$ cat src/scs_pkg.sv
// shared types and constants of the shift cut sequencer
// item layouts for the channels, register indexes, state and reason codes
// no dependencies
package scs_pkg;

	typedef struct packed {
		logic        operation;
		logic        trigger_pressed;
		logic [15:0] rpm;
		logic [31:0] now_ms;
		logic [2:0]  band_index;
		logic [15:0] band_rpm_low;
		logic [15:0] band_rpm_high;
		logic [15:0] band_cut_ms;
	} in_item_t;

	typedef struct packed {
		logic        cut_fire;
		logic        cut_on_ignition;
		logic [15:0] cut_length_ms;
		logic        backfire_active;
		logic [1:0]  machine_state;
		logic [15:0] holdoff_left_ms;
		logic [2:0]  reason_code;
		logic [15:0] previous_cut_ms;
		logic        ready_to_cut;
	} out_item_t;

	typedef struct packed {
		logic [2:0]  index;
		logic [15:0] data;
	} cfg_item_t;

	typedef struct packed {
		logic [15:0] rpm_low;
		logic [15:0] rpm_high;
		logic [15:0] cut_ms;
	} band_t;

	// operations of an input transaction
	localparam logic OP_TICK       = 1'b0;
	localparam logic OP_BAND_WRITE = 1'b1;

	// configuration register indexes
	localparam logic [2:0] REG_OPTION_BITS     = 3'd0;
	localparam logic [2:0] REG_MANUAL_CUT      = 3'd1;
	localparam logic [2:0] REG_RPM_MINIMUM     = 3'd2;
	localparam logic [2:0] REG_BACKFIRE_RPM    = 3'd3;
	localparam logic [2:0] REG_BACKFIRE_EXTRA  = 3'd4;
	localparam logic [2:0] REG_HOLDOFF         = 3'd5;
	localparam logic [2:0] REG_BAND_COUNT      = 3'd6;

	// register reset values
	localparam logic [2:0]  OPTION_RESET       = 3'd0;
	localparam logic [15:0] MANUAL_CUT_RESET   = 16'd60;
	localparam logic [15:0] RPM_MIN_RESET      = 16'd3000;
	localparam logic [15:0] BF_RPM_RESET       = 16'd6000;
	localparam logic [15:0] BF_EXTRA_RESET     = 16'd0;
	localparam logic [15:0] HOLDOFF_RESET      = 16'd200;
	localparam logic [3:0]  BAND_COUNT_RESET   = 4'd1;

	// option bit positions
	localparam int OPT_AUTO     = 0;
	localparam int OPT_IGNITION = 1;
	localparam int OPT_BACKFIRE = 2;

	// reported machine state codes
	localparam logic [1:0] MS_IDLE    = 2'd0;
	localparam logic [1:0] MS_ARMED   = 2'd1;
	localparam logic [1:0] MS_RECOVER = 2'd2;

	// reason codes
	localparam logic [2:0] RS_OK        = 3'd0;
	localparam logic [2:0] RS_TRIGGERED = 3'd1;
	localparam logic [2:0] RS_BELOW     = 3'd2;
	localparam logic [2:0] RS_CUTTING   = 3'd3;
	localparam logic [2:0] RS_HOLDOFF   = 3'd4;

	// shift sequence state held in the datapath
	typedef enum logic [2:0] {
		CS_IDLE    = 3'b001,
		CS_ARMED   = 3'b010,
		CS_RECOVER = 3'b100
	} cut_state_t;

	// controller to datapath
	typedef struct packed {
		logic in_ready;
		logic clr_idx;
		logic rd_en;
		logic step_idx;
		logic take_cut;
		logic commit;
	} ctrl_cmd_t;

	// datapath to controller
	typedef struct packed {
		logic in_valid;
		logic needs_search;
		logic band_done;
		logic out_free;
	} ctrl_sts_t;

endpackage

$ cat src/scs_if.sv
// channel interfaces of the shift cut sequencer: input, result and config write
// each carries valid, ready and a payload struct from scs_pkg
interface scs_in_if import scs_pkg::*; ();
	logic     valid;
	logic     ready;
	in_item_t payload;

	modport source (output valid, output payload, input ready);
	modport sink (input valid, input payload, output ready);
endinterface

interface scs_out_if import scs_pkg::*; ();
	logic      valid;
	logic      ready;
	out_item_t payload;

	modport source (output valid, output payload, input ready);
	modport sink (input valid, input payload, output ready);
endinterface

interface scs_cfg_if import scs_pkg::*; ();
	logic      valid;
	logic      ready;
	cfg_item_t payload;

	modport source (output valid, output payload, input ready);
	modport sink (input valid, input payload, output ready);
endinterface

$ cat src/scs_ram.sv
// generic single write port ram with registered read
// no dependencies
module scs_ram #(
	parameter int WIDTH = 8,
	parameter int DEPTH = 8
) (
	input  logic                                  clk,
	input  logic                                  we,
	input  logic [((DEPTH > 1) ? $clog2(DEPTH) : 1)-1:0] waddr,
	input  logic [WIDTH-1:0]                      wdata,
	input  logic                                  re,
	input  logic [((DEPTH > 1) ? $clog2(DEPTH) : 1)-1:0] raddr,
	output logic [WIDTH-1:0]                      rdata
);
	logic [WIDTH-1:0] mem_q [DEPTH];

	always_ff @(posedge clk) begin
		if (we) begin
			mem_q[waddr] <= wdata;
		end
		if (re) begin
			rdata <= mem_q[raddr];
		end
	end
endmodule

$ cat src/scs_ctrl.sv
// sequencing controller of the shift cut sequencer
// depends on scs_pkg for the command and status structs
module scs_ctrl import scs_pkg::*; (
	input  logic      clk,
	input  logic      arst_n,
	input  ctrl_sts_t sts,
	output ctrl_cmd_t cmd
);
	typedef enum logic [4:0] {
		SQ_IDLE = 5'b00001,
		SQ_EVAL = 5'b00010,
		SQ_READ = 5'b00100,
		SQ_CMP  = 5'b01000,
		SQ_DONE = 5'b10000
	} seq_state_t;

	seq_state_t state_q;
	seq_state_t state_d;

	always_comb begin
		state_d = state_q;
		cmd     = '0;
		case (state_q)
			SQ_IDLE: begin
				cmd.in_ready = 1'b1;
				if (sts.in_valid) begin
					state_d = SQ_EVAL;
				end
			end
			SQ_EVAL: begin
				cmd.clr_idx = 1'b1;
				state_d     = sts.needs_search ? SQ_READ : SQ_DONE;
			end
			SQ_READ: begin
				cmd.rd_en = 1'b1;
				state_d   = SQ_CMP;
			end
			SQ_CMP: begin
				// first matching band, or the last band in use
				if (sts.band_done) begin
					cmd.take_cut = 1'b1;
					state_d      = SQ_DONE;
				end else begin
					cmd.step_idx = 1'b1;
					state_d      = SQ_READ;
				end
			end
			SQ_DONE: begin
				if (sts.out_free) begin
					cmd.commit = 1'b1;
					state_d    = SQ_IDLE;
				end
			end
			default: begin
				state_d = SQ_IDLE;
			end
		endcase
	end

	always_ff @(posedge clk or negedge arst_n) begin
		if (!arst_n) begin
			state_q <= SQ_IDLE;
		end else begin
			state_q <= state_d;
		end
	end
endmodule

$ cat src/scs_datapath.sv
// datapath of the shift cut sequencer: config registers, sequence state,
// band table ram, length selection and the result register
// depends on scs_pkg, scs_if and scs_ram
module scs_datapath import scs_pkg::*; #(
	parameter int BAND_DEPTH = 8,
	parameter int CUT_MIN_MS = 10,
	parameter int CUT_MAX_MS = 200
) (
	input  logic          clk,
	input  logic          arst_n,
	scs_in_if.sink        in_ch,
	scs_out_if.source     out_ch,
	scs_cfg_if.sink       cfg_ch,
	input  ctrl_cmd_t     cmd,
	output ctrl_sts_t     sts
);
	localparam int AW = (BAND_DEPTH > 1) ? $clog2(BAND_DEPTH) : 1;
	localparam int CW = (AW + 1 > 4) ? AW + 1 : 4;
	localparam logic [CW-1:0] DEPTH_C   = CW'(BAND_DEPTH);
	localparam logic [15:0]   CUT_MIN_C = 16'(CUT_MIN_MS);
	localparam logic [15:0]   CUT_MAX_C = 16'(CUT_MAX_MS);

	// configuration registers
	logic [2:0]  option_q;
	logic [15:0] manual_cut_q;
	logic [15:0] rpm_min_q;
	logic [15:0] bf_rpm_q;
	logic [15:0] bf_extra_q;
	logic [15:0] holdoff_q;
	logic [3:0]  band_count_q;

	// sequence state
	cut_state_t  cstate_q;
	logic [31:0] entry_time_q;
	logic [15:0] last_cut_q;
	logic [15:0] holdoff_left_q;
	logic [2:0]  reason_q;

	// item in progress and search
	in_item_t    item_q;
	logic [AW-1:0] idx_q;
	logic [15:0] pick_q;
	logic        out_valid_q;
	out_item_t   out_q;

	// band table
	logic        ram_we;
	band_t       wr_band;
	band_t       rd_band;

	logic [CW-1:0] cnt_ext;
	logic [CW-1:0] eff_count;
	logic [CW-1:0] last_idx;
	logic          band_hit;
	logic          is_tick;
	logic          rpm_ok;

	logic [15:0] base_len;
	logic [15:0] bf_sum;
	logic [15:0] bf_len;
	logic [15:0] pre_len;
	logic [15:0] cut_len;
	logic        bf_on;
	logic [31:0] elapsed;
	logic        holdoff_done;
	logic [15:0] hold_rem;

	cut_state_t  cstate_d;
	logic [31:0] entry_time_d;
	logic [15:0] last_cut_d;
	logic [15:0] holdoff_left_d;
	logic [2:0]  reason_d;
	out_item_t   res;

	assign in_ch.ready  = cmd.in_ready;
	assign cfg_ch.ready = 1'b1;
	assign out_ch.valid = out_valid_q;
	assign out_ch.payload = out_q;

	assign is_tick = (item_q.operation == OP_TICK);
	assign rpm_ok  = (item_q.rpm >= rpm_min_q);

	// band count 0 acts as 1, above the table depth acts as the depth
	assign cnt_ext   = CW'(band_count_q);
	assign eff_count = (cnt_ext == '0) ? CW'(1) : ((cnt_ext > DEPTH_C) ? DEPTH_C : cnt_ext);
	assign last_idx  = eff_count - CW'(1);
	assign band_hit  = (item_q.rpm >= rd_band.rpm_low) && (item_q.rpm < rd_band.rpm_high);

	assign sts.in_valid     = in_ch.valid;
	assign sts.needs_search = is_tick && (cstate_q == CS_ARMED) && rpm_ok && option_q[OPT_AUTO];
	assign sts.band_done    = band_hit || (CW'(idx_q) == last_idx);
	assign sts.out_free     = !out_valid_q || out_ch.ready;

	assign wr_band.rpm_low  = item_q.band_rpm_low;
	assign wr_band.rpm_high = item_q.band_rpm_high;
	assign wr_band.cut_ms   = item_q.band_cut_ms;
	assign ram_we = cmd.commit && (item_q.operation == OP_BAND_WRITE) &&
		(CW'(item_q.band_index) < DEPTH_C);

	scs_ram #(
		.WIDTH($bits(band_t)),
		.DEPTH(BAND_DEPTH)
	) u_band_ram (
		.clk  (clk),
		.we   (ram_we),
		.waddr(AW'(item_q.band_index)),
		.wdata(wr_band),
		.re   (cmd.rd_en),
		.raddr(idx_q),
		.rdata(rd_band)
	);

	// cut length: backfire sum wraps at 16 bits and is limited before the clamp
	assign base_len = option_q[OPT_AUTO] ? pick_q : manual_cut_q;
	assign bf_on    = option_q[OPT_BACKFIRE] && (item_q.rpm >= bf_rpm_q);
	assign bf_sum   = base_len + bf_extra_q;
	assign bf_len   = (bf_sum > CUT_MAX_C) ? CUT_MAX_C : bf_sum;
	assign pre_len  = bf_on ? bf_len : base_len;
	assign cut_len  = (pre_len < CUT_MIN_C) ? CUT_MIN_C :
		((pre_len > CUT_MAX_C) ? CUT_MAX_C : pre_len);

	assign elapsed      = item_q.now_ms - entry_time_q;
	assign holdoff_done = (elapsed >= {16'd0, holdoff_q});
	assign hold_rem     = holdoff_q - elapsed[15:0];

	always_comb begin
		cstate_d       = cstate_q;
		entry_time_d   = entry_time_q;
		last_cut_d     = last_cut_q;
		holdoff_left_d = holdoff_left_q;
		reason_d       = reason_q;
		res            = '0;
		if (is_tick) begin
			case (cstate_q)
				CS_ARMED: begin
					if (!rpm_ok) begin
						reason_d = RS_BELOW;
						cstate_d = CS_IDLE;
					end else begin
						res.cut_fire        = 1'b1;
						res.cut_on_ignition = option_q[OPT_IGNITION] || bf_on;
						res.backfire_active = bf_on;
						res.cut_length_ms   = cut_len;
						last_cut_d          = cut_len;
						reason_d            = RS_CUTTING;
						cstate_d            = CS_RECOVER;
						entry_time_d        = item_q.now_ms;
					end
				end
				CS_RECOVER: begin
					if (holdoff_done) begin
						cstate_d       = CS_IDLE;
						reason_d       = RS_OK;
						holdoff_left_d = '0;
					end else begin
						holdoff_left_d = hold_rem;
						reason_d       = RS_HOLDOFF;
					end
				end
				default: begin
					cstate_d = CS_IDLE;
					if (item_q.trigger_pressed) begin
						cstate_d     = CS_ARMED;
						entry_time_d = item_q.now_ms;
						reason_d     = RS_TRIGGERED;
					end
				end
			endcase
			res.ready_to_cut = (cstate_d == CS_IDLE) && rpm_ok;
		end
		case (cstate_d)
			CS_ARMED:   res.machine_state = MS_ARMED;
			CS_RECOVER: res.machine_state = MS_RECOVER;
			default:    res.machine_state = MS_IDLE;
		endcase
		res.holdoff_left_ms = holdoff_left_d;
		res.reason_code     = reason_d;
		res.previous_cut_ms = last_cut_d;
	end

	// payload registers
	always_ff @(posedge clk) begin
		if (in_ch.valid && cmd.in_ready) begin
			item_q <= in_ch.payload;
		end
		if (cmd.take_cut) begin
			pick_q <= rd_band.cut_ms;
		end
		if (cmd.commit) begin
			out_q <= res;
		end
	end

	always_ff @(posedge clk or negedge arst_n) begin
		if (!arst_n) begin
			option_q       <= OPTION_RESET;
			manual_cut_q   <= MANUAL_CUT_RESET;
			rpm_min_q      <= RPM_MIN_RESET;
			bf_rpm_q       <= BF_RPM_RESET;
			bf_extra_q     <= BF_EXTRA_RESET;
			holdoff_q      <= HOLDOFF_RESET;
			band_count_q   <= BAND_COUNT_RESET;
			cstate_q       <= CS_IDLE;
			entry_time_q   <= '0;
			last_cut_q     <= '0;
			holdoff_left_q <= '0;
			reason_q       <= RS_OK;
			idx_q          <= '0;
			out_valid_q    <= 1'b0;
		end else begin
			if (cfg_ch.valid) begin
				case (cfg_ch.payload.index)
					REG_OPTION_BITS:    option_q     <= cfg_ch.payload.data[2:0];
					REG_MANUAL_CUT:     manual_cut_q <= cfg_ch.payload.data;
					REG_RPM_MINIMUM:    rpm_min_q    <= cfg_ch.payload.data;
					REG_BACKFIRE_RPM:   bf_rpm_q     <= cfg_ch.payload.data;
					REG_BACKFIRE_EXTRA: bf_extra_q   <= cfg_ch.payload.data;
					REG_HOLDOFF:        holdoff_q    <= cfg_ch.payload.data;
					REG_BAND_COUNT:     band_count_q <= cfg_ch.payload.data[3:0];
					default: ;
				endcase
			end
			if (cmd.clr_idx) begin
				idx_q <= '0;
			end else if (cmd.step_idx) begin
				idx_q <= idx_q + AW'(1);
			end
			if (cmd.commit) begin
				cstate_q       <= cstate_d;
				entry_time_q   <= entry_time_d;
				last_cut_q     <= last_cut_d;
				holdoff_left_q <= holdoff_left_d;
				reason_q       <= reason_d;
				out_valid_q    <= 1'b1;
			end else if (out_ch.ready) begin
				out_valid_q <= 1'b0;
			end
		end
	end

`ifndef NO_ASSERTIONS
	a_commit_room: assert property (@(posedge clk) disable iff (!arst_n)
		cmd.commit |-> (!out_valid_q || out_ch.ready))
		else $error("result committed over an untaken result");
	a_ram_port: assert property (@(posedge clk) disable iff (!arst_n)
		!(ram_we && cmd.rd_en))
		else $error("band table written during a search read");
	a_commit_shows: assert property (@(posedge clk) disable iff (!arst_n)
		cmd.commit |=> out_valid_q)
		else $error("committed result not presented");
	a_fire_state: assert property (@(posedge clk) disable iff (!arst_n)
		(out_valid_q && out_q.cut_fire) |->
		(out_q.machine_state == MS_RECOVER && out_q.reason_code == RS_CUTTING))
		else $error("cut fired without entering recover");
	a_fire_clamp: assert property (@(posedge clk) disable iff (!arst_n)
		(out_valid_q && out_q.cut_fire && (CUT_MIN_C <= CUT_MAX_C)) |->
		(out_q.cut_length_ms >= CUT_MIN_C && out_q.cut_length_ms <= CUT_MAX_C))
		else $error("cut length outside clamp limits");
`endif
endmodule

$ cat src/shift_cut_sequencer_top.sv
// top level of the shift cut sequencer
// depends on scs_pkg, scs_if, scs_ctrl and scs_datapath
//
// in_ch takes one transaction at a time: a control tick (trigger, rpm,
// millisecond timestamp) or a write of one rpm band entry. every accepted
// transaction gives exactly one result transaction on out_ch.
// cfg_ch writes the configuration registers by index; it is always ready. the
// user must write it only while no transaction is in flight; the block does not enforce this.
// a result is registered by the commit in the done state, after the accepted
// transaction passes the evaluate state. a tick that cuts in auto band mode
// first walks the band table through the single ram read port, with a read
// state and a compare state per band visited, at most the band count in use.
// the next item is accepted only when the controller is back in idle after the commit.
// the result sits in an output register: a new item is accepted and worked
// on while out_ch stalls, and only its final commit waits for the register.
// reset clears the configuration to its defaults and the sequence to idle;
// band entries hold nothing until written and must be written before use.
module shift_cut_sequencer_top import scs_pkg::*; #(
	parameter int BAND_DEPTH = 8,
	parameter int CUT_MIN_MS = 10,
	parameter int CUT_MAX_MS = 200
) (
	input  logic      clk,
	input  logic      arst_n,
	scs_in_if.sink    in_ch,
	scs_out_if.source out_ch,
	scs_cfg_if.sink   cfg_ch
);
	ctrl_cmd_t cmd;
	ctrl_sts_t sts;

	scs_ctrl u_ctrl (
		.clk   (clk),
		.arst_n(arst_n),
		.sts   (sts),
		.cmd   (cmd)
	);

	scs_datapath #(
		.BAND_DEPTH(BAND_DEPTH),
		.CUT_MIN_MS(CUT_MIN_MS),
		.CUT_MAX_MS(CUT_MAX_MS)
	) u_datapath (
		.clk   (clk),
		.arst_n(arst_n),
		.in_ch (in_ch),
		.out_ch(out_ch),
		.cfg_ch(cfg_ch),
		.cmd   (cmd),
		.sts   (sts)
	);
endmodule
$ cat src/flat_wrapper.sv
// flat-port wrapper written by rule: the top's interface ports become plain ports
module shift_cut_sequencer_top_flat import scs_pkg::*;
#(
	parameter int BAND_DEPTH = 8,
	parameter int CUT_MIN_MS = 10,
	parameter int CUT_MAX_MS = 200
)
  (clk, arst_n, in_ch_valid, in_ch_payload, in_ch_ready, out_ch_valid, out_ch_payload, out_ch_ready, cfg_ch_valid, cfg_ch_payload, cfg_ch_ready);
  scs_in_if in_ch_i ();
  scs_out_if out_ch_i ();
  scs_cfg_if cfg_ch_i ();
  input  logic clk;
  input  logic arst_n;
  input wire logic [$bits(in_ch_i.valid)-1:0] in_ch_valid;
  input wire logic [$bits(in_ch_i.payload)-1:0] in_ch_payload;
  output wire logic [$bits(in_ch_i.ready)-1:0] in_ch_ready;
  output wire logic [$bits(out_ch_i.valid)-1:0] out_ch_valid;
  output wire logic [$bits(out_ch_i.payload)-1:0] out_ch_payload;
  input wire logic [$bits(out_ch_i.ready)-1:0] out_ch_ready;
  input wire logic [$bits(cfg_ch_i.valid)-1:0] cfg_ch_valid;
  input wire logic [$bits(cfg_ch_i.payload)-1:0] cfg_ch_payload;
  output wire logic [$bits(cfg_ch_i.ready)-1:0] cfg_ch_ready;
  assign in_ch_i.valid = in_ch_valid;
  assign in_ch_i.payload = in_ch_payload;
  assign in_ch_ready = in_ch_i.ready;
  assign out_ch_valid = out_ch_i.valid;
  assign out_ch_payload = out_ch_i.payload;
  assign out_ch_i.ready = out_ch_ready;
  assign cfg_ch_i.valid = cfg_ch_valid;
  assign cfg_ch_i.payload = cfg_ch_payload;
  assign cfg_ch_ready = cfg_ch_i.ready;
  shift_cut_sequencer_top #(.BAND_DEPTH(BAND_DEPTH), .CUT_MIN_MS(CUT_MIN_MS), .CUT_MAX_MS(CUT_MAX_MS)) u_core (.clk(clk), .arst_n(arst_n), .in_ch(in_ch_i), .out_ch(out_ch_i), .cfg_ch(cfg_ch_i));
endmodule
$ cat config.mk
export PLATFORM = sky130hd
export DESIGN_NAME = shift_cut_sequencer_top_flat
export DESIGN_NICKNAME = d
export VERILOG_FILES = /design/src/scs_pkg.sv /design/src/scs_if.sv /design/src/scs_ram.sv /design/src/scs_ctrl.sv /design/src/scs_datapath.sv /design/src/shift_cut_sequencer_top.sv /design/src/flat_wrapper.sv
export SDC_FILE = /design/constraint.sdc
export NUM_CORES = 1
export LEC_CHECK = 0
export ABC_CLOCK_PERIOD_IN_PS = 19600
export BUFFER_PORTS_ARGS = -buffer_cell sky130_fd_sc_hd__clkbuf_2
export CORE_AREA = 2 2 253 255
export DETAILED_ROUTE_END_ITERATION = 8
export DIE_AREA = 0 0 255 257
export HOLD_SLACK_MARGIN = 0.05
export PLACE_DENSITY = 0.72
export SLEW_MARGIN = 25
export SYNTH_ARGS = -nofsm -noshare
export SYNTH_HDL_FRONTEND = slang
export SYNTH_SLANG_ARGS = --single-unit
$ cat constraint.sdc
create_clock -name clk -period 19.6 [get_ports clk]
set_clock_uncertainty 0.15 [all_clocks]
set_input_delay 0.98 -clock clk [delete_from_list [all_inputs] [get_ports clk]]
set_output_delay 0.98 -clock clk [all_outputs]
set_load 0.02 [all_outputs]
======== Yosys cells after proc, flatten, opt, wreduce, memory -nomap -nowiden ========
Memories as Yosys holds them, arrays and structs flattened. A register that Yosys moved wholly into a read port is not among the register bits.
Cells that the tools add are included.
storage, ports and cells
  bits of input ports ..................... 125
  logic and storage cells ................. 148
  output and inout port bits .............. 60
  memories ................................ 1
  memory bits (writable) .................. 384
  flip-flop bits (word level) ............. 340
memories
  memory                              words  width  rd ports  clocked after Yosys merged registers in  wr ports  RTL line       text
  u_core.u_datapath.u_band_ram.mem_q  8      48     1         1                                        1         scs_ram.sv:15  logic [WIDTH-1:0] mem_q [DEPTH];
operators by class
  $lt $le $gt $ge ......................... 9
  equality and inequality tests ........... 20
  mux-type cells .......................... 48
  bitwise operators ....................... 4
  add/subtract/negate cells ............... 5
  reductions and logical operators ........ 28
operators with widths
  cell                                                                               number
  16-bit 2-to-1 mux                                                                  11
  32-bit 2-to-1 mux                                                                  2
  32-bit case mux with 2 select lines                                                1
  16-bit >= comparator                                                               3
  32-bit by 16-bit >= comparator with 1-bit output                                   1
  16-bit by 8-bit greater-than comparator with 1-bit output (second input constant)  2
  32-bit subtractor                                                                  1
  3-bit 2-to-1 mux                                                                   9
  5-bit case mux with 5 select lines                                                 1
  5-bit 2-to-1 mux                                                                   4
  19-bit 2-to-1 mux                                                                  1
  16-bit adder                                                                       1
  16-bit < comparator                                                                1
  16-bit by 4-bit < comparator with 1-bit output (second input constant)             1
  2-bit AND reduction                                                                8
  16-bit subtractor                                                                  1
  3-bit equality test (second input constant)                                        5
  3-bit by 2-bit equality test with 1-bit output (second input constant)             4
  1-bit 2-to-1 mux                                                                   12
  3-bit case mux with 2 select lines                                                 2
  1-bit logical AND                                                                  8
  4-bit 2-to-1 mux                                                                   2
  3-bit by 1-bit equality test with 1-bit output (second input constant)             2
  2-bit nonzero test                                                                 3
  other kinds (21)                                                                   28

======== Depth between registers and ports, before layout ========
Gate-level depths: netlist of run 1.
  word-level depth ........................ 11
  mapped depth ............................ 23
  depth with buffers taken out ............ 21

======== Cells and area by module ========
Synthesis of run 1 repeated with hierarchy kept, for this count alone.
second synthesis, totals
  cells, all modules ...................... 2317
  area, all modules ....................... 34649.5 µm²
modules (own cells, without submodules)
  module        cells each  area each (µm²)  sequential area each (µm²)  times used
  scs_datapath  1665        18210.0          9282.7                      1
  scs_ram       616         16100.4          12972.4                     1
  scs_ctrl      36          339.1            126.4                       1

======== Worst setup path after synthesis of run 1 ========
No wires, ideal clock.
  path kind ............................... input to register
  start ................................... input port out_ch_ready
  end ..................................... memory u_core.u_datapath.u_band_ram.mem_q[0][0] (netlist name), enable pin
  arrival time ............................ 5.899 ns
  data required time ...................... 18.877 ns
  cell stages on the path ................. 3
  setup slack ............................. 12.979 ns
  library setup time ...................... 0.573 ns
  path buffers ............................ 0
  cell sequence ........................... nand2b_1 > nand2b_1 > nor4_1
between the ends
  cells in the longest elaborated chain, start to end .. 6
ends and longest elaborated chain
  item                                    RTL line            text
  start, declared                         flat_wrapper.sv:19  input wire logic [$bits(out_ch_i.ready)-1:0] out_ch_ready;
  1-bit logical OR                        scs_datapath.sv:92  assign sts.out_free = !out_valid_q || out_ch.ready;
  1-bit 2-to-1 mux                        scs_ctrl.sv:49      if (sts.out_free) begin
  1-bit 2-to-1 mux                        scs_ctrl.sv:23      case (state_q)
  1-bit logical AND                       scs_datapath.sv:97  assign ram_we = cmd.commit && (item_q.operation == OP_BAND_WRITE) &&
  1-bit 2-to-1 mux                        scs_ram.sv:18       if (we) begin
  1-bit 2-to-1 mux (not written as such)  scs_ram.sv:19       mem_q[waddr] <= wdata;
  end, declared                           scs_ram.sv:15
No other way between the ends.

======== Worst setup path after layout of run 1 ========
  start ................................... register u_core.u_datapath.item_q[52] (netlist name)
  end ..................................... register u_core.u_datapath.out_q (netlist bit u_core.u_datapath.out_ch.payload[28]), data pin
between the ends
  cells in the longest elaborated chain, start to end .. 5
  elaborated cells between the ends (all ways) .. 6
  those cells by class .................... add/sub (2); order compare (1); mux (3)
ends and longest elaborated chain
  item                                                                                          RTL line                                  text
  start, declared                                                                               scs_datapath.sv:40                        in_item_t item_q;
  start signal, assigned                                                                        scs_datapath.sv:184                       item_q <= in_ch.payload;
  32-bit subtractor (*)                                                                         scs_datapath.sv:122                       assign elapsed = item_q.now_ms - entry_time_q;
  32-bit by 16-bit >= comparator with 1-bit output / 16-bit subtractor (equally long branches)  scs_datapath.sv:123, scs_datapath.sv:124
  16-bit 2-to-1 mux (*)                                                                         scs_datapath.sv:151                       if (holdoff_done) begin
  16-bit 2-to-1 mux (*)                                                                         scs_datapath.sv:134                       case (cstate_q)
  16-bit 2-to-1 mux (*)                                                                         scs_datapath.sv:133                       if (is_tick) begin
  net u_core.u_datapath.holdoff_left_d[8]                                                       scs_datapath.sv:71                        logic [15:0] holdoff_left_d;
  end signal, assigned                                                                          scs_datapath.sv:190                       out_q <= res;
  end, declared                                                                                 scs_datapath.sv:44                        out_item_t out_q;
The timed path passes the listed nets; every way through them passes the cells marked *.
A chain may end at the register's enable or synchronous reset.

==> results of run 1 <==
final cells by class:
type / instances / area [sq um]
fill: 4567 / 24000
multi-input combinational: 1227 / 11000
timing repair buffer: 204 / 1080
inverter: 157 / 589
clock buffer: 105 / 2140
tap: 846 / 1060
sequential: 772 / 22400
antenna: 3 / 7.51
clock inverter: 41 / 457
registers in the layout, indices dropped and copies added (netlist names), 32 cells and up:
name and cells:
u_core.u_datapath.out_ch.payload 57, u_core.u_datapath.item_q 101, u_core.u_datapath.u_band_ram.mem_q 384, u_core.u_datapath.u_band_ram.rdata 48, u_core.u_datapath.entry_time_q 32
layout by cell type (no fill, tap or decap), types with 33 or more instances in the layout:
master,instances
a21o_1,53
o21ai_0,75
mux2_2,161
inv_1,156
edfxtp_1,606
a21oi_1,67
clkbuf_2,182
dfrtp_1,139
nor2_1,68
clkbuf_16,80
nand2_1,123
mux4_2,96
ha_1,142
o31ai_1,33
cells in the mapped netlist (12+ instances only):
library cell	count
clkbuf_1	52
inv_1	156
buf_1	12
o21a_1	12
mux4_2	96
nor2b_1	15
edfxtp_1	606
o31ai_1	33
nand4_1	13
and2_1	25
dfrtp_1	142
nand2b_1	23
ha_1	142
dfstp_2	24
xnor2_1	31
a211oi_1	13
mux2_2	161
nor2_1	70
nor3_1	32
nand2_1	124
nand3_1	20
o21ai_0	75
xor2_1	23
a21oi_1	67
a21o_1	53
o211ai_1	15
per-stage QoR:
stage / setup slack [ns] / cells / hold WS (ns) / total power, mW
2_1_floorplan: 12.98 / 2231 / 0.250 / 3.17
4_1_cts: 13.81 / 3352 / 0.167 / 5.08
5_1_grt: 13.24 / 3355 / 0.196 / 5.34
3_5_place_dp: 13.86 / 3206 / 0.255 / 3.58
3_3_place_gp: 13.96 / 3206 / 0.252 / 3.54
6_report: 13.75 / 3355 / 0.158 / 5.06
cells by family after synthesis:
kind of cell               Yosys count  share of synthesized area (%)
and+or+nand+nor                    378                           5.51
xor gates and xnor gates            54                           1.39
DFF                                772                           65.5
buffers and inverters              232                           2.68
muxes                              268                           12.0
other                                2                         0.0220
adders and majority gates          145                           5.38
AOI/OAI and AO/OA                  373                           7.51
critical path, cell delays in order, from the launching register on:
cell,delay [ns]
edfxtp_1,0.44
ha_1,0.29
nor2b_1,0.14
o31a_1,0.32
o311ai_4,0.36
nand2_1,0.15
a31oi_1,0.30
o21ai_0,0.16
xor2_1,0.18
ha_1,0.35
a21oi_1,0.14
nor2b_1,0.06
o21ai_0,0.20
o311ai_0,0.20
a21oi_1,0.22
o2111ai_1,0.14
a2111oi_1,0.43
nand3_1,0.10
or4_2,0.93
o31ai_1,0.38
per-layer routing:
| metal | vias to the layer above | track usage [%] |
|---|---|---|
| met5 | - | 0 |
| li1 | 8924 | - |
| met1 | 9856 | 30.5 |
| met2 | 539 | 39.3 |
| met4 | 0 | 7.05 |
| met3 | 119 | 3.15 |
worst paths after layout:
check / start / endpoint / slack [ns]
hold / removal: arst_n / u_core.u_datapath.entry_time_q[7] / 0.16
setup reg to reg: u_core.u_datapath.item_q[52] / u_core.u_datapath.out_ch.payload[28] / 13.75
hold reg to reg: u_core.u_datapath.u_band_ram.rdata[8] / u_core.u_datapath.pick_q[8] / 0.27
min in group clk: u_core.u_datapath.u_band_ram.rdata[8] / u_core.u_datapath.pick_q[8] / 0.27
max in group asynchronous: arst_n / u_core.u_datapath.rpm_min_q[2] / 17.88
setup / recovery: u_core.u_datapath.item_q[52] / u_core.u_datapath.out_ch.payload[28] / 13.75
power by group:
group | internal, mW | leakage (nW) | switching [mW]
sequential | 1.97 | 7.50 | 0.121
combinational | 0.575 | 5.64 | 0.899
clock | 0.857 | 1.26 | 0.634
==> impl_metrics.env, run 1 <==
export IMPL_ant_nets=0
export IMPL_utilization_pct=61.7
export IMPL_synth_top_cell_area_share_pct=53.3
export IMPL_peakVddDrop_uv=82.4
export IMPL_syn_area_sq_mm=0.0341
export IMPL_post_drt_wl_per_cell_um=22.0
export IMPL_setup_tns_ns=0
export IMPL_ys_types=86
export IMPL_period_needed_ns=5.85
export IMPL_p_leak_nw=14.4
export IMPL_grt_overflow_total=0
export IMPL_finalSetupViolCount=0
export IMPL_cts_hold_buffers=0
export IMPL_worst_hold_path_type="input pin to asynchronous set/reset pin"
export IMPL_route_met2_wl_mm=37.4
export IMPL_ios=185
export IMPL_grt_usage_pct=23.0
export IMPL_stdcell_area_sq_mm=0.0387
export IMPL_grt_pass1_vias=20000
export IMPL_insertion_delay_ns=0.64
export IMPL_core_area_sq_mm=0.0627
export IMPL_crit_fanout=35
export IMPL_clk_path_buf_depth=3
export IMPL_die_h_um=257
export IMPL_synthArstFlopShare_pct=21.5
export IMPL_p_per_area_mw_per_mm2=131
export IMPL_cp_arrival_ns=6.13
export IMPL_rsz0062_at_grt="no"
export IMPL_start_util_pct=54.4
export IMPL_synth_top_area_cell="edfxtp_1"
export IMPL_worstSetupStartpointType="flip-flop"
export IMPL_path_clk_slew_ns=0.06
export IMPL_max_cap_violations=0
export IMPL_cts_root_buf="clkbuf_16"
export IMPL_fin_crit_sh_pct=29.8
export IMPL_ys_seq_elements=772
export IMPL_crit_type="flip-flop to flip-flop"
export IMPL_cts_resized=0
export IMPL_wl_met3_mm=3.58
export IMPL_rr_worst_depth=19
export IMPL_seq_area_frac_synth_pct=65.5
export IMPL_hold_violations=0
export IMPL_cts_setup_buffers=0
export IMPL_status="finished clean"
export IMPL_die_area_sq_mm=0.0655
export IMPL_highest_layer="met4"
export IMPL_grt_max_degree=65
export IMPL_critPathCaptureType="flip-flop"
export IMPL_worstMarginPinSlew_ns=1.06
export IMPL_synth_top_flop_cell="edfxtp_1"
export IMPL_wirelength_met1_mm=31.3
export IMPL_yosysWarningCount=0
export IMPL_vias_per_cell=5.79
export IMPL_maxSlewViolCount=0
export IMPL_drc=0
export IMPL_nets=2711
export IMPL_synth_edf_count=606
export IMPL_ys_top_cells_by_area="edfxtp_1, dfrtp_1, mux4_2, mux2_2, ha_1"
export IMPL_synthCells=2224
export IMPL_die_w_um=255
export IMPL_maxSlewHeadroom_pct=29.2
export IMPL_h_tree_depth=3
export IMPL_critPathRequiredTime_ns=19.89
export IMPL_port_buffers=183
export IMPL_dpl_cell_area_sq_mm=0.0361
export IMPL_cts_buffers=79
export IMPL_num_rows=92
export IMPL_place_gp_congestion=0.886
export IMPL_vias=19400
export IMPL_cts_tree="yes"
export IMPL_area_growth_pct=13.3
export IMPL_fmax_mhz=171
export IMPL_antenna_found_initial=3
export IMPL_drt_iter0_drc=1435
export IMPL_drtPass1Iterations=5
export IMPL_avgSynthCellArea_sq_um=15.4
export IMPL_clock_sinks=772
export IMPL_final_layout_size_suffix_gt1_share_pct=25.6
export IMPL_grt_pass1_wl_mm=115
export IMPL_hpwl_mm=47.3
export IMPL_wl_mm=74.0
Note: power is estimated with default switching activity, not from simulation.
==> run 2: changes to the inputs <==
- ABC_CLOCK_PERIOD_IN_PS: 19600 -> 6100
- clock period: 19.6 -> 6.1 ns (I/O delays scaled with it)
==> run 2 against run 1 <==
Effect of this change:
- first-iteration DRC count up 3.3%
- critical path type unchanged
- worst hold slack worse by 0.049 ns
- non-clock buffer count up 126
- total power rose to 3.3 times the previous value
- flip-flop and latch count unchanged
- critical endpoint is now u_core.u_datapath.out_ch.payload[29]
- sequential power rose to 3.2 times the previous value
==> impl_metrics.env, run 2 (synthesis gave the netlist of run 1 again) <==
export IMPL_status="finished clean"
export IMPL_power_mw=16.5
export IMPL_dpl_cell_area_sq_mm=0.0361
export IMPL_worst_hold_path_type="input pin to flip-flop"
export IMPL_cts_root_buf="clkbuf_16"
export IMPL_hpwl_mm=46.6
export IMPL_grt_usage_pct=23.2
export IMPL_maxSlewViolCount=0
export IMPL_cts_resized=0
export IMPL_core_area_sq_mm=0.0627
export IMPL_drt_iter0_drc=1482
export IMPL_p_per_area_mw_per_mm2=411
export IMPL_seqPwrFrac_pct=40.7
export IMPL_cp_arrival_ns=5.79
export IMPL_post_drt_wl_per_cell_um=21.4
export IMPL_clock_sinks=772
export IMPL_grt_max_degree=100
export IMPL_multiInputGateArea_sq_mm=0.0110
export IMPL_utilization_pct=64.0
export IMPL_regMostFlops="u_core.u_datapath.u_band_ram.mem_q"
export IMPL_setup_tns_ns=0
export IMPL_fin_crit_sh_pct=90.6
export IMPL_wl_mm=74.5
export IMPL_cts_tree="yes"
export IMPL_rsz0062_at_grt="no"
export IMPL_clk_path_buf_depth=3
export IMPL_stdcell_area_sq_mm=0.0401
export IMPL_hold_violations=0
export IMPL_peakVddDrop_uv=299
export IMPL_h_tree_depth=3
export IMPL_period_needed_ns=5.53
export IMPL_maxSlewHeadroom_pct=31.7
export IMPL_worstSetupStartpointType="flip-flop"
export IMPL_pre_cts_ws_ns=0.710
export IMPL_critPathRequiredTime_ns=6.37
export IMPL_comb_power_share_pct=28.8
export IMPL_vias=19900
export IMPL_antenna_cells=0
export IMPL_area_growth_pct=17.5
export IMPL_max_cap_violations=0
export IMPL_vias_per_cell=5.72
export IMPL_ios=185
export IMPL_intPower_mw=11.2
export IMPL_final_layout_size_suffix_gt1_share_pct=24.6
export IMPL_place_gp_congestion=0.889
export IMPL_p_switching_mw=5.29
export IMPL_finalSetupViolCount=0
export IMPL_path_clk_slew_ns=0.06
export IMPL_layout_commonest_cell="edfxtp_1"
export IMPL_whs_ns=0.108
export IMPL_die_area_sq_mm=0.0655
export IMPL_dp_cells=3207
export IMPL_ant_nets=0
export IMPL_crit_fanout=35
export IMPL_antenna_found_initial=0
export IMPL_p_sw_share_pct=32.0
export IMPL_die_h_um=257
export IMPL_critPathBufInv=1
export IMPL_nets=2839
export IMPL_clock_power_share_pct=30.5
export IMPL_largest_register_ffs=384
export IMPL_max_stage_delay_ns=0.43
export IMPL_path_cells="ha_1 > nor2b_1 > o31a_1 > o311ai_4 > nand2_1 > a31oi_1 > o21ai_0 > xor2_1 > ha_1 > a21oi_1 > nor2b_1 > o21ai_0 > o311ai_0 > a21oi_1 > o2111ai_1 > a2111oi_1 > nand3_1 > or4_1 > buf_4 > o31ai_1"
export IMPL_final_cell_mix="edfxtp_1, clkbuf_2, mux2_2"
export IMPL_critPathCaptureType="flip-flop"
export IMPL_fmax_mhz=181
export IMPL_cts_setup_buffers=0
export IMPL_num_rows=92
export IMPL_port_buffers=183
export IMPL_p_leak_nw=15.0
export IMPL_crit_type="flip-flop to flip-flop"
export IMPL_cts_hold_buffers=123
export IMPL_insertion_delay_ns=0.62
export IMPL_seqCellArea_sq_mm=0.0224
export IMPL_grt_overflow_total=0
export IMPL_worstMarginPinSlew_ns=1.02
export IMPL_fin_cells=3479
export IMPL_cts_buffers=81
export IMPL_nFillCells=4504
export IMPL_crit_family="compound AO/OA/AOI/OAI gates"
export IMPL_grt_pass1_vias=20500
export IMPL_grt_pass1_wl_mm=116
export IMPL_start_util_pct=54.4
export IMPL_worst_path_max_delay_cell="edfxtp_1"
export IMPL_worst_slack_ns=0.573
export IMPL_die_w_um=255
export IMPL_drtPass1Iterations=7
export IMPL_drc=0
[run 2: power by group through the flow]
stage / sequential [mW] / clock [mW] / combinational (mW)
2_1_floorplan: 6.70 / 0 / 3.48
3_3_place_gp: 6.79 / 0 / 4.57
3_5_place_dp: 6.82 / 0 / 4.63
4_1_cts: 6.72 / 5.13 / 4.72
5_1_grt: 6.78 / 5.35 / 5.29
6_report: 6.72 / 5.03 / 4.75
[run 2: worst reg2reg max path, delay by kind of cell, from the launching register on]
kind	cells	cell delay [ns]
adders and majority gates	2	0.64
DFF	1	0.43
buffers and inverters	1	0.26
and+or+nand+nor	5	0.87
AOI/OAI and AO/OA	11	2.80
xor gates and xnor gates	1	0.18
[run 2: cell type report]
| type | instances | share of cell area [%] |
|---|---|---|
| inverter | 157 | 1.47 |
| clock inverter | 47 | 1.35 |
| timing repair buffer | 330 | 5.92 |
| sequential | 772 | 55.8 |
| tap | 846 | 2.64 |
| clock buffer | 100 | 5.46 |
| multi-input combinational | 1227 | 27.4 |
[run 2: path summary, 6_finish.rpt]
kind	start	end	slack, ns	cells past startpoint
setup / recovery	u_core.u_datapath.item_q[52]	u_core.u_datapath.out_ch.payload[29]	0.57	20
hold / removal	cfg_ch_valid	u_core.u_datapath.band_count_q[3]	0.11	3
setup reg to reg	u_core.u_datapath.item_q[52]	u_core.u_datapath.out_ch.payload[29]	0.57	20
hold reg to reg	u_core.u_datapath.u_band_ram.rdata[0]	u_core.u_datapath.pick_q[0]	0.27	0
max in group asynchronous	arst_n	u_core.u_datapath.rpm_min_q[3]	4.70	3
min in group asynchronous	arst_n	u_core.u_datapath.entry_time_q[27]	0.14	2
[run 2: layer usage]
layer  part of all wire (%)  vias up  global-route usage, %
met5                      0        -                      0
met4                    2.2        0                   6.82
met3                    4.7      110                   3.08
met2                     50      541                   39.6
met1                     43    10100                   31.0
li1                       -     9179                      -
==> run 3: changes to the inputs <==
- ABC_CLOCK_PERIOD_IN_PS: 6100 -> 6650
- clock period: 6.1 -> 6.65 ns (I/O delays scaled with it)
==> run 3 against run 2 <==
Effect of this change:
- combinational power fell by 7.4%
- first-iteration DRC count rose by 0.81%
- design area fell by 0.42%
- largest power group unchanged
- critical endpoint is now u_core.u_datapath.out_ch.payload[34]
- sequential power fell by 8.2%
==> impl_metrics.env, run 3 (synthesis gave the netlist of run 1 again) <==
export IMPL_status="finished clean"
export IMPL_grt_usage_pct=23.8
export IMPL_hold_violations=0
export IMPL_die_h_um=257
export IMPL_intPower_mw=10.1
export IMPL_grt_pass1_wl_mm=119
export IMPL_p_leak_nw=14.9
export IMPL_place_gp_congestion=0.878
export IMPL_drtPass1Iterations=5
export IMPL_cts_hold_buffers=122
export IMPL_crit_fanout=35
export IMPL_worst_hold_path_type="input pin to flip-flop"
export IMPL_rsz0062_at_grt="no"
export IMPL_maxSlewViolCount=0
export IMPL_stdcell_area_sq_mm=0.0400
export IMPL_maxSlewHeadroom_pct=28.9
export IMPL_worstMarginPinSlew_ns=1.06
export IMPL_area_growth_pct=17.0
export IMPL_final_layout_size_suffix_gt1_share_pct=24.4
export IMPL_ant_nets=0
export IMPL_cts_buffers=80
export IMPL_grt_pass1_vias=20900
export IMPL_antenna_found_initial=2
export IMPL_path_clk_slew_ns=0.06
export IMPL_multiInputGateArea_sq_mm=0.0110
export IMPL_r2r_start="u_core.u_datapath.item_q[52]"
export IMPL_cts_resized=0
export IMPL_die_w_um=255
export IMPL_cts_root_buf="clkbuf_16"
export IMPL_critPathRequiredTime_ns=6.92
export IMPL_dpl_cell_area_sq_mm=0.0361
export IMPL_nFillCells=4431
export IMPL_hold_path_endpoint="u_core.u_datapath.band_count_q[2]"
export IMPL_r2r_end="u_core.u_datapath.out_ch.payload[34]"
export IMPL_path_cells="ha_1 > nor2b_1 > o31a_1 > o311ai_4 > nand2_1 > a31oi_1 > o21ai_0 > xor2_1 > ha_1 > a21oi_1 > nor2b_1 > o21ai_0 > o311ai_0 > a21oi_1 > o2111ai_1 > a2111oi_1 > nand3_1 > or4_2 > o31ai_1"
export IMPL_fmax_mhz=170
export IMPL_peakVddDrop_uv=310
export IMPL_holdPathStages=3
export IMPL_p_per_area_mw_per_mm2=376
export IMPL_setup_tns_ns=0
export IMPL_vias_per_cell=5.73
export IMPL_nets=2834
export IMPL_die_area_sq_mm=0.0655
export IMPL_max_stage_delay_ns=0.93
export IMPL_rrSetupSlack_ns=0.78
export IMPL_min_from="cfg_ch_payload[18]"
export IMPL_largest_register_ffs=384
export IMPL_grt_max_degree=94
export IMPL_regMostFlops="u_core.u_datapath.u_band_ram.mem_q"
export IMPL_finalSetupViolCount=0
export IMPL_clock_sinks=772
export IMPL_worstSetupStartpointType="flip-flop"
export IMPL_worst_path_max_delay_cell="or4_2"
export IMPL_crit_type="flip-flop to flip-flop"
export IMPL_rr_worst_depth=19
export IMPL_p_sw_share_pct=32.5
export IMPL_grt_overflow_total=0
export IMPL_port_buffers=183
export IMPL_ios=185
export IMPL_max_cap_violations=0
export IMPL_seqPwrFrac_pct=41.0
export IMPL_clk_path_buf_depth=3
export IMPL_cp_arrival_ns=6.14
export IMPL_start_util_pct=54.4
export IMPL_layout_commonest_cell="edfxtp_1"
export IMPL_period_needed_ns=5.87
export IMPL_core_area_sq_mm=0.0627
export IMPL_drc=0
export IMPL_h_tree_depth=3
export IMPL_hpwl_mm=48.1
export IMPL_comb_power_share_pct=29.3
export IMPL_seqCellArea_sq_mm=0.0224
export IMPL_fin_crit_sh_pct=88.3
export IMPL_vias=19900
export IMPL_num_rows=92
export IMPL_drt_iter0_drc=1494
export IMPL_clock_power_share_pct=29.7
export IMPL_insertion_delay_ns=0.63
export IMPL_cts_tree="yes"
export IMPL_cts_setup_buffers=0
export IMPL_final_cell_mix="edfxtp_1, clkbuf_2, mux2_2"
export IMPL_wl_mm=76.3
export IMPL_post_drt_wl_per_cell_um=22.0
export IMPL_p_switching_mw=4.89
export IMPL_critPathCaptureType="flip-flop"
[run 3: cell count changes in the layout (fill, tap and decap cells not counted), sizes merged]
cell         before  now
clkinvlp          9    3
clkinv           25   37
diode             0    2
buf              25   22
bufinv           10    9
clkbuf          282  275
dlygate4sd3     123  122
[run 3: cell type report]
cell class	count	area share, %
repair buffers	326	5.80
clock inverters	52	1.37
multi-input cells	1227	27.5
diodes	2	0.0125
well taps	846	2.65
inverters	157	1.47
clock buffers	93	5.18
flip-flops and latches	772	56.0
[run 3: power groups by stage]
stage               clock network, mW  registers, mW  logic [mW]
floorplan                           0           6.15        3.19
global placement                    0           6.22        4.22
detailed placement                  0           6.26        4.29
CTS                              4.55           6.16        4.37
global route                     4.75           6.22        4.90
finish                           4.46           6.17        4.40
[run 3: critical path, delay by kind of cell (launching register included)]
kind	cells	cell delay, ns
XOR/XNOR	1	0.25
adder cells (fa/ha/maj)	2	0.62
AO/OA/AOI/OAI	11	2.84
flip-flops	1	0.43
AND/OR/NAND/NOR	5	1.37
[run 3: how the worst max path moves through the flow]
| stage | startpoint | to | slack (ns) | cells past startpoint |
|---|---|---|---|---|
| 2_1_floorplan | u_core.u_ctrl.state_q[1] | u_core.u_datapath.u_band_ram.mem_q[0][0] | 0.21 | 4 |
| 3_3_place_gp | u_core.u_datapath.item_q[52] | u_core.u_datapath.out_ch.payload[21] | 1.00 | 19 |
| 3_5_place_dp | u_core.u_datapath.item_q[52] | u_core.u_datapath.out_ch.payload[34] | 0.90 | 19 |
| 4_1_cts | u_core.u_datapath.item_q[52] | u_core.u_datapath.out_ch.payload[34] | 0.87 | 19 |
| 5_1_grt | u_core.u_datapath.item_q[52] | u_core.u_datapath.out_ch.payload[23] | 0.33 | 19 |
| 6_report | u_core.u_datapath.item_q[52] | u_core.u_datapath.out_ch.payload[34] | 0.78 | 19 |
[run 3: metrics by stage]
stage                     instances  power, mW  hold WS, ns  util [%]  setup WS [ns]
after CTS                      3472       15.1       0.0633      63.7          0.867
after global routing           3475       15.9        0.110      63.7          0.331
final                          3475       15.0        0.104      63.7          0.780
after global placement         3205       10.4        0.253      57.5           1.00
after detailed placement       3205       10.6        0.255      57.5          0.904
after floorplan                2231       9.34       -0.113         -          0.207
[run 3: per-layer routing]
layer / track usage (%) / up-vias / share of wire (%)
li1: - / 9174 / -
met1: 30.8 / 10000 / 41
met2: 41.1 / 608 / 51
met3: 3.59 / 130 / 5.2
met4: 7.89 / 0 / 2.7
met5: 0 / - / 0
